==> src/round_robin_task_scheduler_macros.svh <==
// Assertion macros for the round robin task scheduler.
`ifndef ROUND_ROBIN_TASK_SCHEDULER_MACROS_SVH
`define ROUND_ROBIN_TASK_SCHEDULER_MACROS_SVH

// Same-cycle implication, disabled in reset.
`define RRTS_ASSERT_IMPLY(label, clk, rst, ante, cons, msg) \
   label: assert property (@(posedge clk) disable iff (rst) (ante) |-> (cons)) else $error(msg);

// Next-cycle implication, disabled in reset.
`define RRTS_ASSERT_NEXT(label, clk, rst, ante, cons, msg) \
   label: assert property (@(posedge clk) disable iff (rst) (ante) |=> (cons)) else $error(msg);

`endif

==> src/rrts_pkg.sv <==
// Types and constants shared by the round robin task scheduler modules.
`timescale 1ns / 1ps
package rrts_pkg;

   typedef enum logic [2:0] {
      OP_TICK   = 3'd0,
      OP_YIELD  = 3'd1,
      OP_CREATE = 3'd2,
      OP_SLEEP  = 3'd3,
      OP_EXIT   = 3'd4,
      OP_START  = 3'd5,
      OP_QUERY  = 3'd6
   } op_type;

   typedef enum logic [1:0] {
      TS_READY      = 2'd0,
      TS_RUNNING    = 2'd1,
      TS_BLOCKED    = 2'd2,
      TS_TERMINATED = 2'd3
   } task_state_type;

   localparam logic [1:0] STATUS_OK      = 2'd0;
   localparam logic [1:0] STATUS_FULL    = 2'd1;
   localparam logic [1:0] STATUS_NOTASKS = 2'd2;

   typedef struct packed {
      task_state_type st;
      logic [63:0]    wake;
      logic [31:0]    run;
   } entry_type;

   typedef enum logic [4:0] {
      S_IDLE,
      S_DISPATCH,
      S_CREATE,
      S_WAKE_WT,
      S_WAKE_CHK,
      S_DEM_WT,
      S_DEM_CHK,
      S_PICK_WT,
      S_PICK_CHK,
      S_ZERO_WT,
      S_ZERO_CHK,
      S_MOD_WT,
      S_MOD_CHK,
      S_QRY_WT,
      S_QRY_CHK,
      S_DONE
   } fsm_state_type;

   typedef enum logic [2:0] {
      ADDR_HOLD,
      ADDR_ZERO,
      ADDR_RUN,
      ADDR_COUNT,
      ADDR_QIDX,
      ADDR_INC,
      ADDR_PICK_FIRST,
      ADDR_PICK_NEXT
   } addr_op_type;

   typedef enum logic [2:0] {
      WR_CREATE,
      WR_WAKE,
      WR_DEMOTE,
      WR_RUNNING,
      WR_SLEEP,
      WR_EXIT
   } wr_kind_type;

   typedef struct packed {
      logic        latch;
      logic        tick_inc;
      addr_op_type addr_op;
      logic        wr_en;
      wr_kind_type wr_kind;
      logic        dispatch;
      logic        create_done;
      logic        set_full;
      logic        set_notasks;
      logic        q_capture;
      logic        rsp_load;
   } cmd_type;

   typedef struct packed {
      op_type         op;
      logic           active;
      logic           count_ge2;
      logic           count_zero;
      logic           count_one;
      logic           count_full;
      logic           have_cur;
      logic           ticks_nz;
      logic           qidx_in;
      task_state_type st;
      logic           wake_due;
      logic           addr_last;
      logic           scan_last;
      logic           rsp_free;
   } stat_type;

endpackage

==> src/rrts_ctrl.sv <==
// Sequencing state machine of the round robin task scheduler.
`timescale 1ns / 1ps
module rrts_ctrl
   import rrts_pkg::*;
(
   input  logic     clock,
   input  logic     reset,
   input  logic     req_valid,
   output logic     req_ready,
   input  stat_type stat,
   output cmd_type  cmd
);

   fsm_state_type state_ff, state_in;

   always_ff @(posedge clock) begin
      if (reset) begin
         state_ff <= S_IDLE;
      end else begin
         state_ff <= state_in;
      end
   end

   always_comb begin
      state_in = state_ff;
      cmd = '0;
      cmd.addr_op = ADDR_HOLD;
      cmd.wr_kind = WR_WAKE;
      req_ready = (state_ff == S_IDLE) && !reset;
      unique case (state_ff)
         S_IDLE: begin
            if (req_valid && req_ready) begin
               cmd.latch = 1'b1;
               state_in = S_DISPATCH;
            end
         end
         S_DISPATCH: begin
            unique case (stat.op)
               OP_TICK, OP_YIELD: begin
                  cmd.tick_inc = (stat.op == OP_TICK);
                  if (stat.active && stat.count_ge2) begin
                     cmd.addr_op = ADDR_ZERO;
                     state_in = S_WAKE_WT;
                  end else begin
                     state_in = S_DONE;
                  end
               end
               OP_CREATE: begin
                  if (stat.count_full) begin
                     cmd.set_full = 1'b1;
                     state_in = S_DONE;
                  end else begin
                     cmd.addr_op = ADDR_COUNT;
                     state_in = S_CREATE;
                  end
               end
               OP_SLEEP, OP_EXIT: begin
                  if (stat.have_cur && (stat.ticks_nz || stat.op == OP_EXIT)) begin
                     cmd.addr_op = ADDR_RUN;
                     state_in = S_MOD_WT;
                  end else if (stat.active && stat.count_ge2) begin
                     cmd.addr_op = ADDR_ZERO;
                     state_in = S_WAKE_WT;
                  end else begin
                     state_in = S_DONE;
                  end
               end
               OP_START: begin
                  if (stat.count_zero) begin
                     cmd.set_notasks = 1'b1;
                     state_in = S_DONE;
                  end else if (stat.active) begin
                     state_in = S_DONE;
                  end else if (stat.count_one) begin
                     cmd.addr_op = ADDR_ZERO;
                     state_in = S_ZERO_WT;
                  end else begin
                     cmd.addr_op = ADDR_PICK_FIRST;
                     state_in = S_PICK_WT;
                  end
               end
               OP_QUERY: begin
                  if (stat.qidx_in) begin
                     cmd.addr_op = ADDR_QIDX;
                     state_in = S_QRY_WT;
                  end else begin
                     state_in = S_DONE;
                  end
               end
               default: state_in = S_DONE;
            endcase
         end
         S_CREATE: begin
            cmd.wr_en = 1'b1;
            cmd.wr_kind = WR_CREATE;
            cmd.create_done = 1'b1;
            state_in = S_DONE;
         end
         S_WAKE_WT: state_in = S_WAKE_CHK;
         S_WAKE_CHK: begin
            cmd.wr_en = (stat.st == TS_BLOCKED) && stat.wake_due;
            cmd.wr_kind = WR_WAKE;
            if (!stat.addr_last) begin
               cmd.addr_op = ADDR_INC;
               state_in = S_WAKE_WT;
            end else if (stat.have_cur) begin
               cmd.addr_op = ADDR_RUN;
               state_in = S_DEM_WT;
            end else begin
               cmd.addr_op = ADDR_PICK_FIRST;
               state_in = S_PICK_WT;
            end
         end
         S_DEM_WT: state_in = S_DEM_CHK;
         S_DEM_CHK: begin
            cmd.wr_en = (stat.st == TS_RUNNING);
            cmd.wr_kind = WR_DEMOTE;
            cmd.addr_op = ADDR_PICK_FIRST;
            state_in = S_PICK_WT;
         end
         S_PICK_WT: state_in = S_PICK_CHK;
         S_PICK_CHK: begin
            if (stat.st == TS_READY) begin
               cmd.wr_en = 1'b1;
               cmd.wr_kind = WR_RUNNING;
               cmd.dispatch = 1'b1;
               state_in = S_DONE;
            end else if (stat.scan_last) begin
               cmd.addr_op = ADDR_ZERO;
               state_in = S_ZERO_WT;
            end else begin
               cmd.addr_op = ADDR_PICK_NEXT;
               state_in = S_PICK_WT;
            end
         end
         S_ZERO_WT: state_in = S_ZERO_CHK;
         S_ZERO_CHK: begin
            if (stat.st == TS_READY || stat.op == OP_START) begin
               cmd.wr_en = 1'b1;
               cmd.wr_kind = WR_RUNNING;
               cmd.dispatch = 1'b1;
            end
            state_in = S_DONE;
         end
         S_MOD_WT: state_in = S_MOD_CHK;
         S_MOD_CHK: begin
            cmd.wr_en = 1'b1;
            cmd.wr_kind = (stat.op == OP_SLEEP) ? WR_SLEEP : WR_EXIT;
            if (stat.active && stat.count_ge2) begin
               cmd.addr_op = ADDR_ZERO;
               state_in = S_WAKE_WT;
            end else begin
               state_in = S_DONE;
            end
         end
         S_QRY_WT: state_in = S_QRY_CHK;
         S_QRY_CHK: begin
            cmd.q_capture = 1'b1;
            state_in = S_DONE;
         end
         S_DONE: begin
            if (stat.rsp_free) begin
               cmd.rsp_load = 1'b1;
               state_in = S_IDLE;
            end
         end
         default: state_in = S_IDLE;
      endcase
   end

endmodule

==> src/rrts_dp.sv <==
// Datapath of the round robin task scheduler: task table, counters, result register.
`timescale 1ns / 1ps
module rrts_dp
   import rrts_pkg::*;
#(
   parameter int TASK_SLOTS = 16
) (
   input  logic        clock,
   input  logic        reset,
   input  cmd_type     cmd,
   output stat_type    stat,
   input  logic [2:0]  req_op,
   input  logic [31:0] req_sleep_ticks,
   input  logic [3:0]  req_query_index,
   output logic        rsp_valid,
   input  logic        rsp_ready,
   output logic [3:0]  rsp_current_task,
   output logic        rsp_current_valid,
   output logic        rsp_switched,
   output logic [1:0]  rsp_status,
   output logic [3:0]  rsp_new_task_id,
   output logic [4:0]  rsp_task_count_out,
   output logic [1:0]  rsp_queried_state,
   output logic [31:0] rsp_queried_run_ticks,
   output logic [63:0] rsp_tick_now
);

   localparam int IDX_W = (TASK_SLOTS > 1) ? $clog2(TASK_SLOTS) : 1;
   localparam int CNT_W = $clog2(TASK_SLOTS + 1);
   localparam logic [7:0] SLOTS8 = 8'(TASK_SLOTS);

   entry_type mem [TASK_SLOTS];
   entry_type rdata_ff;
   entry_type wdata;

   op_type             op_ff;
   logic [31:0]        ticks_ff;
   logic [3:0]         qidx_ff;
   logic [CNT_W-1:0]   count_ff;
   logic [IDX_W-1:0]   run_idx_ff;
   logic               run_valid_ff;
   logic               active_ff;
   logic [63:0]        gt_ff;
   logic [IDX_W-1:0]   addr_ff, addr_in;
   logic [CNT_W-1:0]   scan_ff, scan_in;
   logic               switched_ff;
   logic [1:0]         status_ff;
   logic [3:0]         new_id_ff;
   logic [1:0]         q_state_ff;
   logic [31:0]        q_ticks_ff;

   logic               rsp_valid_ff;
   logic [3:0]         rsp_task_ff;
   logic               rsp_cvalid_ff;
   logic               rsp_switched_ff;
   logic [1:0]         rsp_status_ff;
   logic [3:0]         rsp_new_id_ff;
   logic [4:0]         rsp_count_ff;
   logic [1:0]         rsp_qstate_ff;
   logic [31:0]        rsp_qticks_ff;
   logic [63:0]        rsp_tick_ff;

   logic [7:0]  count8;
   logic [7:0]  run8;
   logic [7:0]  addr8;
   logic [7:0]  base8;
   logic        have_cur;
   logic [64:0] wake_sum;
   logic [63:0] wake_new;

   assign count8   = 8'(count_ff);
   assign run8     = 8'(run_idx_ff);
   assign addr8    = 8'(addr_ff);
   assign have_cur = run_valid_ff && (run8 < count8);
   assign base8    = (op_ff != OP_START && have_cur) ? run8 : 8'd0;
   assign wake_sum = {1'b0, gt_ff} + {33'd0, ticks_ff};
   assign wake_new = wake_sum[64] ? '1 : wake_sum[63:0];

   always_comb begin
      stat.op         = op_ff;
      stat.active     = active_ff;
      stat.count_ge2  = (count8 >= 8'd2);
      stat.count_zero = (count8 == 8'd0);
      stat.count_one  = (count8 == 8'd1);
      stat.count_full = (count8 >= SLOTS8);
      stat.have_cur   = have_cur;
      stat.ticks_nz   = (ticks_ff != 32'd0);
      stat.qidx_in    = (8'(qidx_ff) < count8);
      stat.st         = rdata_ff.st;
      stat.wake_due   = (rdata_ff.wake <= gt_ff);
      stat.addr_last  = (addr8 + 8'd1 == count8);
      stat.scan_last  = (scan_ff == CNT_W'(1));
      stat.rsp_free   = !rsp_valid_ff || rsp_ready;
   end

   always_comb begin
      addr_in = addr_ff;
      scan_in = scan_ff;
      unique case (cmd.addr_op)
         ADDR_HOLD:  addr_in = addr_ff;
         ADDR_ZERO:  addr_in = '0;
         ADDR_RUN:   addr_in = run_idx_ff;
         ADDR_COUNT: addr_in = IDX_W'(count_ff);
         ADDR_QIDX:  addr_in = IDX_W'(qidx_ff);
         ADDR_INC:   addr_in = IDX_W'(addr8 + 8'd1);
         ADDR_PICK_FIRST: begin
            addr_in = (base8 + 8'd1 >= count8) ? IDX_W'(1) : IDX_W'(base8 + 8'd1);
            scan_in = CNT_W'(count8 - 8'd1);
         end
         ADDR_PICK_NEXT: begin
            addr_in = (addr8 + 8'd1 >= count8) ? IDX_W'(1) : IDX_W'(addr8 + 8'd1);
            scan_in = scan_ff - CNT_W'(1);
         end
         default: addr_in = addr_ff;
      endcase
   end

   always_comb begin
      wdata = rdata_ff;
      unique case (cmd.wr_kind)
         WR_CREATE: begin
            wdata.st   = TS_READY;
            wdata.wake = '0;
            wdata.run  = '0;
         end
         WR_WAKE: wdata.st = TS_READY;
         WR_DEMOTE: begin
            wdata.st = TS_READY;
            if (op_ff == OP_TICK && rdata_ff.run != '1) begin
               wdata.run = rdata_ff.run + 32'd1;
            end
         end
         WR_RUNNING: wdata.st = TS_RUNNING;
         WR_SLEEP: begin
            wdata.st   = TS_BLOCKED;
            wdata.wake = wake_new;
         end
         WR_EXIT: wdata.st = TS_TERMINATED;
         default: wdata = rdata_ff;
      endcase
   end

   always_ff @(posedge clock) begin
      if (cmd.wr_en) begin
         mem[addr_ff] <= wdata;
      end
      rdata_ff <= mem[addr_ff];
   end

   always_ff @(posedge clock) begin
      addr_ff <= addr_in;
      scan_ff <= scan_in;
      if (cmd.latch) begin
         op_ff    <= op_type'(req_op);
         ticks_ff <= req_sleep_ticks;
         qidx_ff  <= req_query_index;
      end
      if (cmd.q_capture) begin
         q_state_ff <= rdata_ff.st;
         q_ticks_ff <= rdata_ff.run;
      end else if (cmd.latch) begin
         q_state_ff <= '0;
         q_ticks_ff <= '0;
      end
      if (cmd.create_done) begin
         new_id_ff <= 4'(count_ff);
      end else if (cmd.latch) begin
         new_id_ff <= '0;
      end
      if (cmd.rsp_load) begin
         rsp_task_ff     <= 4'(run_idx_ff);
         rsp_cvalid_ff   <= run_valid_ff;
         rsp_switched_ff <= switched_ff;
         rsp_status_ff   <= status_ff;
         rsp_new_id_ff   <= new_id_ff;
         rsp_count_ff    <= 5'(count_ff);
         rsp_qstate_ff   <= q_state_ff;
         rsp_qticks_ff   <= q_ticks_ff;
         rsp_tick_ff     <= gt_ff;
      end
   end

   always_ff @(posedge clock) begin
      if (reset) begin
         count_ff     <= '0;
         run_idx_ff   <= '0;
         run_valid_ff <= 1'b0;
         active_ff    <= 1'b0;
         gt_ff        <= '0;
         switched_ff  <= 1'b0;
         status_ff    <= STATUS_OK;
         rsp_valid_ff <= 1'b0;
      end else begin
         if (cmd.latch) begin
            switched_ff <= 1'b0;
            status_ff   <= STATUS_OK;
         end
         if (cmd.tick_inc) begin
            gt_ff <= gt_ff + 64'd1;
         end
         if (cmd.create_done) begin
            count_ff <= count_ff + CNT_W'(1);
         end
         if (cmd.set_full) begin
            status_ff <= STATUS_FULL;
         end
         if (cmd.set_notasks) begin
            status_ff <= STATUS_NOTASKS;
         end
         if (cmd.dispatch) begin
            run_idx_ff   <= addr_ff;
            run_valid_ff <= 1'b1;
            switched_ff  <= 1'b1;
            if (op_ff == OP_START) begin
               active_ff <= 1'b1;
            end
         end
         if (cmd.rsp_load) begin
            rsp_valid_ff <= 1'b1;
         end else if (rsp_ready) begin
            rsp_valid_ff <= 1'b0;
         end
      end
   end

   assign rsp_valid             = rsp_valid_ff;
   assign rsp_current_task      = rsp_task_ff;
   assign rsp_current_valid     = rsp_cvalid_ff;
   assign rsp_switched          = rsp_switched_ff;
   assign rsp_status            = rsp_status_ff;
   assign rsp_new_task_id       = rsp_new_id_ff;
   assign rsp_task_count_out    = rsp_count_ff;
   assign rsp_queried_state     = rsp_qstate_ff;
   assign rsp_queried_run_ticks = rsp_qticks_ff;
   assign rsp_tick_now          = rsp_tick_ff;

endmodule

==> src/round_robin_task_scheduler.sv <==
// Sequence: S_IDLE latches the request and S_DISPATCH decodes it; create writes its slot in
// S_CREATE, a one-slot op reads in a _WT state and acts in _CHK, and a sleep or exit that
// reschedules adds a wake sweep and round-robin scan, slot by slot, one port.
// Throughput: one transaction in flight; the next is accepted the cycle after the result
// register loads, and a stalled result holds the controller in its last state.
// Reset: synchronous; clears counters, tick count and state; the task table is not cleared.
`timescale 1ns / 1ps
`include "round_robin_task_scheduler_macros.svh"
module round_robin_task_scheduler
   import rrts_pkg::*;
#(
   parameter int TASK_SLOTS = 16
) (
   input  logic        clock,
   input  logic        reset,
   input  logic        req_valid,
   output logic        req_ready,
   input  logic [2:0]  req_op,
   input  logic [31:0] req_sleep_ticks,
   input  logic [3:0]  req_query_index,
   output logic        rsp_valid,
   input  logic        rsp_ready,
   output logic [3:0]  rsp_current_task,
   output logic        rsp_current_valid,
   output logic        rsp_switched,
   output logic [1:0]  rsp_status,
   output logic [3:0]  rsp_new_task_id,
   output logic [4:0]  rsp_task_count_out,
   output logic [1:0]  rsp_queried_state,
   output logic [31:0] rsp_queried_run_ticks,
   output logic [63:0] rsp_tick_now
);

   cmd_type  cmd;
   stat_type stat;

   rrts_ctrl u_ctrl (
      .clock     (clock),
      .reset     (reset),
      .req_valid (req_valid),
      .req_ready (req_ready),
      .stat      (stat),
      .cmd       (cmd)
   );

   rrts_dp #(
      .TASK_SLOTS (TASK_SLOTS)
   ) u_dp (
      .clock                 (clock),
      .reset                 (reset),
      .cmd                   (cmd),
      .stat                  (stat),
      .req_op                (req_op),
      .req_sleep_ticks       (req_sleep_ticks),
      .req_query_index       (req_query_index),
      .rsp_valid             (rsp_valid),
      .rsp_ready             (rsp_ready),
      .rsp_current_task      (rsp_current_task),
      .rsp_current_valid     (rsp_current_valid),
      .rsp_switched          (rsp_switched),
      .rsp_status            (rsp_status),
      .rsp_new_task_id       (rsp_new_task_id),
      .rsp_task_count_out    (rsp_task_count_out),
      .rsp_queried_state     (rsp_queried_state),
      .rsp_queried_run_ticks (rsp_queried_run_ticks),
      .rsp_tick_now          (rsp_tick_now)
   );

   `RRTS_ASSERT_IMPLY(a_switch_has_task, clock, reset,
      rsp_valid && rsp_switched, rsp_current_valid, "switch without current task")
   `RRTS_ASSERT_IMPLY(a_error_no_switch, clock, reset,
      rsp_valid && rsp_status != STATUS_OK, !rsp_switched, "switch reported with error status")
   `RRTS_ASSERT_NEXT(a_busy_after_accept, clock, reset,
      req_valid && req_ready, !req_ready, "ready held after accepted transaction")

endmodule
==> config.mk <==
export PLATFORM = sky130hd
export DESIGN_NAME = round_robin_task_scheduler
export DESIGN_NICKNAME = d
export VERILOG_FILES = /design/src/rrts_pkg.sv /design/src/rrts_ctrl.sv /design/src/rrts_dp.sv /design/src/round_robin_task_scheduler.sv
export VERILOG_INCLUDE_DIRS = /design/src /design/src/src
export SDC_FILE = /design/constraint.sdc
export NUM_CORES = 2
export LEC_CHECK = 0
export ABC_CLOCK_PERIOD_IN_PS = 9400
export BUFFER_PORTS_ARGS = -buffer_cell sky130_fd_sc_hd__buf_2
export CAP_MARGIN = 15
export CELL_PAD_IN_SITES_DETAIL_PLACEMENT = 2
export CELL_PAD_IN_SITES_GLOBAL_PLACEMENT = 2
export CORE_MARGIN = 3
export CORE_UTILIZATION = 44
export DETAILED_ROUTE_END_ITERATION = 8
export GPL_TIMING_DRIVEN = 1
export PLACE_DENSITY = 0.79
export SLEW_MARGIN = 10
export SYNTH_ARGS = -nofsm -noshare
export SYNTH_HDL_FRONTEND = slang
export SYNTH_SLANG_ARGS = --single-unit
==> constraint.sdc <==
create_clock -name clock -period 9.4 [get_ports clock]
set_clock_uncertainty 0.15 [all_clocks]
set_input_delay 0.47 -clock clock [delete_from_list [all_inputs] [get_ports clock]]
set_output_delay 0.47 -clock clock [all_outputs]
set_load 0.01 [all_outputs]
[After elaboration in Yosys (flattened, before gate mapping)]
Memories as Yosys holds them, arrays and structs flattened. A register that Yosys moved wholly into a read port is not among the register bits.
Cells that the tools add are included.
Widths: inputs -> output; s select.
Word-level totals
  flip-flop bits (word level): 285
  latch bits: 0
  memory bits (writable): 1568
  bits in read-only memories: 0
  bits of input ports: 43
  memories: 1
Operators by class
  $add $sub $neg: 8
  multiply operators: 0
  divide/modulo/power cells: 0
  magnitude comparators: 7
  equality and inequality tests: 42
  shift-type cells: 0
  mux-type cells: 70
  bitwise operators: 0
  reductions and logical operators: 34
Memory list
  u_dp.mem: depth 16, width 98, rd ports 1, clocked after memory_dff 1, write ports 1, line rrts_dp.sv:32  | entry_type mem [TASK_SLOTS];
Operator list (count)
  $pmux 64 s2: 1
  $mux 32: 3
  $pmux 5 s14: 1
  $add 64x32->65: 1
  $add 64x1->64 const B: 1
  $le 64x64->1: 1
  $mux 64: 1
  $pmux 32 s2: 1
  $eq 5x4->1 const B: 8
  $mux 4: 10
  $mux 5: 7
  $add 32x1->32 const B: 1
  $ne 32x32->1 const B: 1
  $reduce_bool 32->1: 1
  $mux 3: 10
  $pmux 3 s5: 2
  $pmux 4 s7: 1
  $eq 3x3->1 const B: 9
  $pmux 5 s5: 1
  $pmux 4 s6: 1
  $eq 5x3->1 const B: 4
  $mux 1: 20
  $eq 3x2->1 const B: 6
  $ge 8x5->1: 2
  other kinds (31): 67

[Logic depth before layout (Yosys ltp)]
  depth in word-level cells: 8
  mapped depth: 18
  mapped depth without buffers: 18

[Hierarchy]
Synthesis repeated with hierarchy kept, for this count alone.
Second synthesis, totals
  cell total of the unflattened synthesis: 4131
  area, all modules: 77837.2 um^2
Modules (own cells, without submodules)
  rrts_dp: instances 1, cells each 4006, area an instance 77018.9 um^2, seq. area each 56664.3 um^2
  rrts_ctrl: instances 1, cells each 125, area an instance 818.3 um^2, seq. area each 80.1 um^2

[Least setup slack after synthesis]
OpenSTA, ideal clock, no wires.
  kind: reg-to-reg
  start: reg u_dp.gt_ff[49]
  end: mem u_dp.mem[2][0] in the netlist's numbering (enable)
  arrival: 9089 ps
  required time: 8575 ps
  slack: -514 ps
  cell stages (with the launch flop): 12
  path buffers: 0
  cell sequence: dfxtp_1 > inv_1 > ha_1 > a21o_1 > a21o_1 > a2111oi_0 > o21ai_0 > a211o_1 > a311o_1 > o21ai_1 > nand2_1 > nor3_1
Between the ends
  word-level cells in the longest chain between the ends: 5
Ends and longest elaborated chain
  start: declaration: line rrts_dp.sv:43  | logic [63:0] gt_ff;
  start signal: assignment: line rrts_dp.sv:199  | gt_ff <= gt_ff + 64'd1;
  $le 64x64->1: line rrts_dp.sv:90  | stat.wake_due = (rdata_ff.wake <= gt_ff);
  $logic_and 1x1->1: line rrts_ctrl.sv:101  | cmd.wr_en = (stat.st == TS_BLOCKED) && stat.wake_due;
  $pmux 4 s6: line rrts_ctrl.sv:30  | unique case (state_ff)
  $mux 1: line rrts_dp.sv:144  | if (cmd.wr_en) begin
  $mux 1 (not written as such): line rrts_dp.sv:145  | mem[addr_ff] <= wdata;
  end: declaration: line rrts_dp.sv:32
Every way passes these cells.

[Worst setup path in the final report]
  start: reg u_dp.gt_ff[33]
  end: mem u_dp.mem[3][6] in the netlist's numbering (enable)
The elaborated chain is that of the path after synthesis.

==> results.yml <==
worst_setup_path:
  path_max_fanout: 32
  crit_path_start_kind: "flop"
  worstPathArrival_ns: 6.95
  slowest_stage: "nor3_4"
  r2r_setup_slack_ns: 2.78
  crit_start: "u_dp.gt_ff[33]$_SDFFE_PP0P_"
  crit_type: "reg -> reg"
  worstPathRequired_ns: 9.73
  crit_path_max_incr_delay_ns: 0.78
  worst-path-buf-inv: 3
  r2r_end: "u_dp.mem[3][6]$_DFFE_PP_"
  r2r_cells: 13
  cpMostUsedCell: "a21o_1"
  cpLargestDelayFamily: "compound AO/OA/AOI/OAI gates"
  crit_chain: "inv_1 -> ha_1 -> a21o_1 -> a21o_1 -> a21o_1 -> a221oi_1 -> o211ai_1 -> a311o_1 -> o21ai_1 -> nand2_1 -> nor3_4 -> buf_4 -> buf_4"
  worst_setup_path_end_kind: "flop"
  r2r_start: "u_dp.gt_ff[33]$_SDFFE_PP0P_"
pwr:
  p_comb_share_pct: 28.1
  power_density_nw_per_um2: 327
  swShare_pct: 33.9
  switching_power_mw: 9.92
  pwr-share-clk_pct: 29.9
  p_leak_nw: 28.8
  power_frac_seq_pct: 42.0
  p_int_mw: 19.4
  vdd_ir_drop_max_mv: 0.237
floorplan:
  die_x_um: 427
  dieArea_sq_um: 182000
  core_sq_um: 175000
  dieHeight_um: 427
  std_cell_rows: 153
  start_util_pct: 44.5
  ios: 160
grt:
  grt_pass1_vias: 48900
  grtUsageTotal_pct: 33.7
  grt_overflow: 0
  grt_max_degree: 140
  antenna_found_initial: 18
  grt_pass1_wl_um: 427000
sta:
  rsz0062_at_grt: "no"
  setup_viol: 0
  maxSlewHeadroom_pct: 13.6
  final.period_utilization_pct: 70.4
  setup_tns_ns: 0
  drv_slew: 0
  period_needed_ns: 6.62
  whs_ns: 0.0436
  max_freq_ghz: 0.151
  hold_viol: 0
  worstMarginPinSlew_ns: 1.29
routing:
  routedWlPerCell_um: 44.0
  antenna_left: 0
  dr_total_vias: 47500
  post-route-drc-count: 0
  vias_per_cell: 6.83
  firstDrtPassIters: 6
  drt_iter0_markers: 7188
  finalWirelength_um: 306000
placement:
  dp_hpwl_um: 168000
  globalplace.congestion: 0.855
  io_buffer_count: 159
  placed_area_sq_um: 82000
cts:
  cts_sinks: 1950
  cts_max_path_buffers: 3
  cts_inserted_buffers: 202
  post_cts_buffers: 0
  clk_pin_slew_worst_paths_ns: 0.07
  cts-root-buf: "clkbuf_16"
  ctsHoldBuffers: 41
  htreeDepth: 4
  cts_repair_resize_count: 0
  cts_tree: "yes"
  clk_latency_ns: 0.89
cells_and_area:
  area_growth_pct: 14.9
  nets: 4610
  n_fill_cell: 15300
  final_cell_area_sq_um: 89600
  register_area_sq_um: 56700
  layout-drive-gt1-share_pct: 25.6
  multi_input_area_sq_um: 20400
worst_hold_path:
  min-delay-start: "rsp_ready"
  holdPathStages: 4
  hold_class: "in -> reg"
  holdPathEnd: "u_dp.rsp_valid$_SDFFE_PP0P_"
yosys:
  synth_top_area_share_pct: 68.2
  synth_edf_count: 1769
  synth.area.top_cells: "edfxtp_1, mux4_2, dfxtp_1"
  ys_seq_elements: 1950
  synthTopCellsByCount: "edfxtp_1, mux4_2, dfxtp_1"
  syn_area_sq_um: 77900
  syn_nets: 4272
  synthCells: 4102
  yosysUniqueCellTypes: 91
  async_flop_share_pct: 0
  yosys_warnings: 0
  ys_seq_area_share_pct: 72.8
  synth.most_common_cell: "edfxtp_1"
  syn_area_per_cell_sq_um: 19.0
  synth_top_area_cell: "edfxtp_1"
  ys.flop_type: "edfxtp_1"
run:
  cap_violations: 0
status:
  status: "completed"
[cell families (layout without fill, tap and decap cells)]
kind of cell	after synthesis	in the layout	synth area share, %
AO/OA/AOI/OAI	469	469	3.75
XOR/XNOR	118	118	1.33
adder cells (fa/ha/maj)	127	127	2.05
buffers and inverters	282	802	1.43
flip-flops	1950	1950	72.8
multiplexers	495	495	14.2
other	0	5	0
AND/OR/NAND/NOR	661	661	4.40
[worst max path at each step]
stage / to / depth (start not counted)
floorplan: u_dp.mem[6][0]$_DFFE_PP_ / 11
global placement: u_dp.mem[3][86]$_DFFE_PP_ / 13
detailed placement: u_dp.mem[3][71]$_DFFE_PP_ / 13
CTS: u_dp.mem[3][11]$_DFFE_PP_ / 13
global route: u_dp.mem[3][1]$_DFFE_PP_ / 13
finish: u_dp.mem[3][6]$_DFFE_PP_ / 13
[metrics by stage]
step	instances	total power [mW]	utilization, %	setup WS (ns)
final	6952	29.3	51.2	2.78
after global routing	6947	30.0	51.2	2.86
after CTS	6940	28.9	51.1	3.08
after detailed placement	6513	20.0	46.9	3.23
after global placement	6513	19.1	46.9	3.74
after floorplan	4102	16.8	-	2.12
[routing by layer]
metal / GRT usage [%] / vias up / part of all wire (%)
met2: 54.3 / 3681 / 48
li1: - / 17400 / -
met5: 0 / - / 0.019
met3: 6.53 / 923 / 9.0
met4: 16.4 / 8 / 5.8
met1: 44.2 / 25500 / 37
[area by class of cell]
| type | count | share of cell area (%) |
|---|---|---|
| sequential | 1950 | 63.4 |
| multi-input combinational | 1870 | 22.8 |
| clock buffer | 299 | 6.49 |
| tap | 2325 | 3.25 |
| timing repair buffer | 323 | 2.51 |
| clock inverter | 87 | 1.24 |
| inverter | 93 | 0.390 |
| antenna | 5 | 0.0140 |
[state kept, by name, summed over array words and instances (netlist names), 4 cells and up]
register                    count
u_dp.mem                     1568
u_dp.count_ff                   5
u_dp.rsp_new_task_id            4
u_dp.gt_ff                     64
u_dp.rsp_tick_now              64
u_dp.rsp_queried_run_ticks     32
u_dp.ticks_ff                  32
u_dp.addr_ff                    4
u_dp.rsp_task_count_out         5
u_dp.run_idx_ff                 4
u_dp.q_ticks_ff                32
u_ctrl.state_ff                 4
u_dp.scan_ff                    5
u_dp.new_id_ff                  4
u_dp.rsp_current_task           4
u_dp.qidx_ff                    4
u_dp.rdata_ff                  96
[cell usage in the layout (no fill, tap or decap), types with 14 or more instances in the layout]
| master | instances |
|---|---|
| o21ai_2 | 14 |
| buf_4 | 111 |
| clkbuf_1 | 60 |
| or3_1 | 21 |
| a21oi_1 | 113 |
| inv_1 | 90 |
| mux4_2 | 490 |
| a31oi_1 | 22 |
| edfxtp_1 | 1769 |
| bufinv_16 | 18 |
| buf_2 | 158 |
| nor3_1 | 23 |
| nand3_1 | 71 |
| clkinv_2 | 34 |
| o21ai_0 | 148 |
| clkbuf_16 | 204 |
| nor2_1 | 131 |
| ha_1 | 126 |
| and2_1 | 48 |
| nand4_1 | 47 |
| dfxtp_1 | 181 |
| xor2_1 | 16 |
| a21o_1 | 47 |
| xnor2_1 | 102 |
| dlygate4sd3_1 | 41 |
| nand2_1 | 167 |
| nor4_1 | 19 |
| clkbuf_8 | 35 |
| nand2b_1 | 24 |
| and3_1 | 18 |
[tightest hold or removal path: cells and delay by family]
kind	cells	cell delay, ns
AO/OA/AOI/OAI	1	0.13
buffers and inverters	2	0.26
AND/OR/NAND/NOR	1	0.09
[power by group through the flow]
stage | sequential (mW) | combinational, mW | clock [mW]
finish | 12.3 | 8.24 | 8.75
global route | 12.3 | 8.55 | 9.14
CTS | 12.2 | 7.94 | 8.70
detailed placement | 12.4 | 7.59 | 0
global placement | 12.2 | 6.89 | 0
floorplan | 12.0 | 4.82 | 0
(Power assumes the default switching activity.)
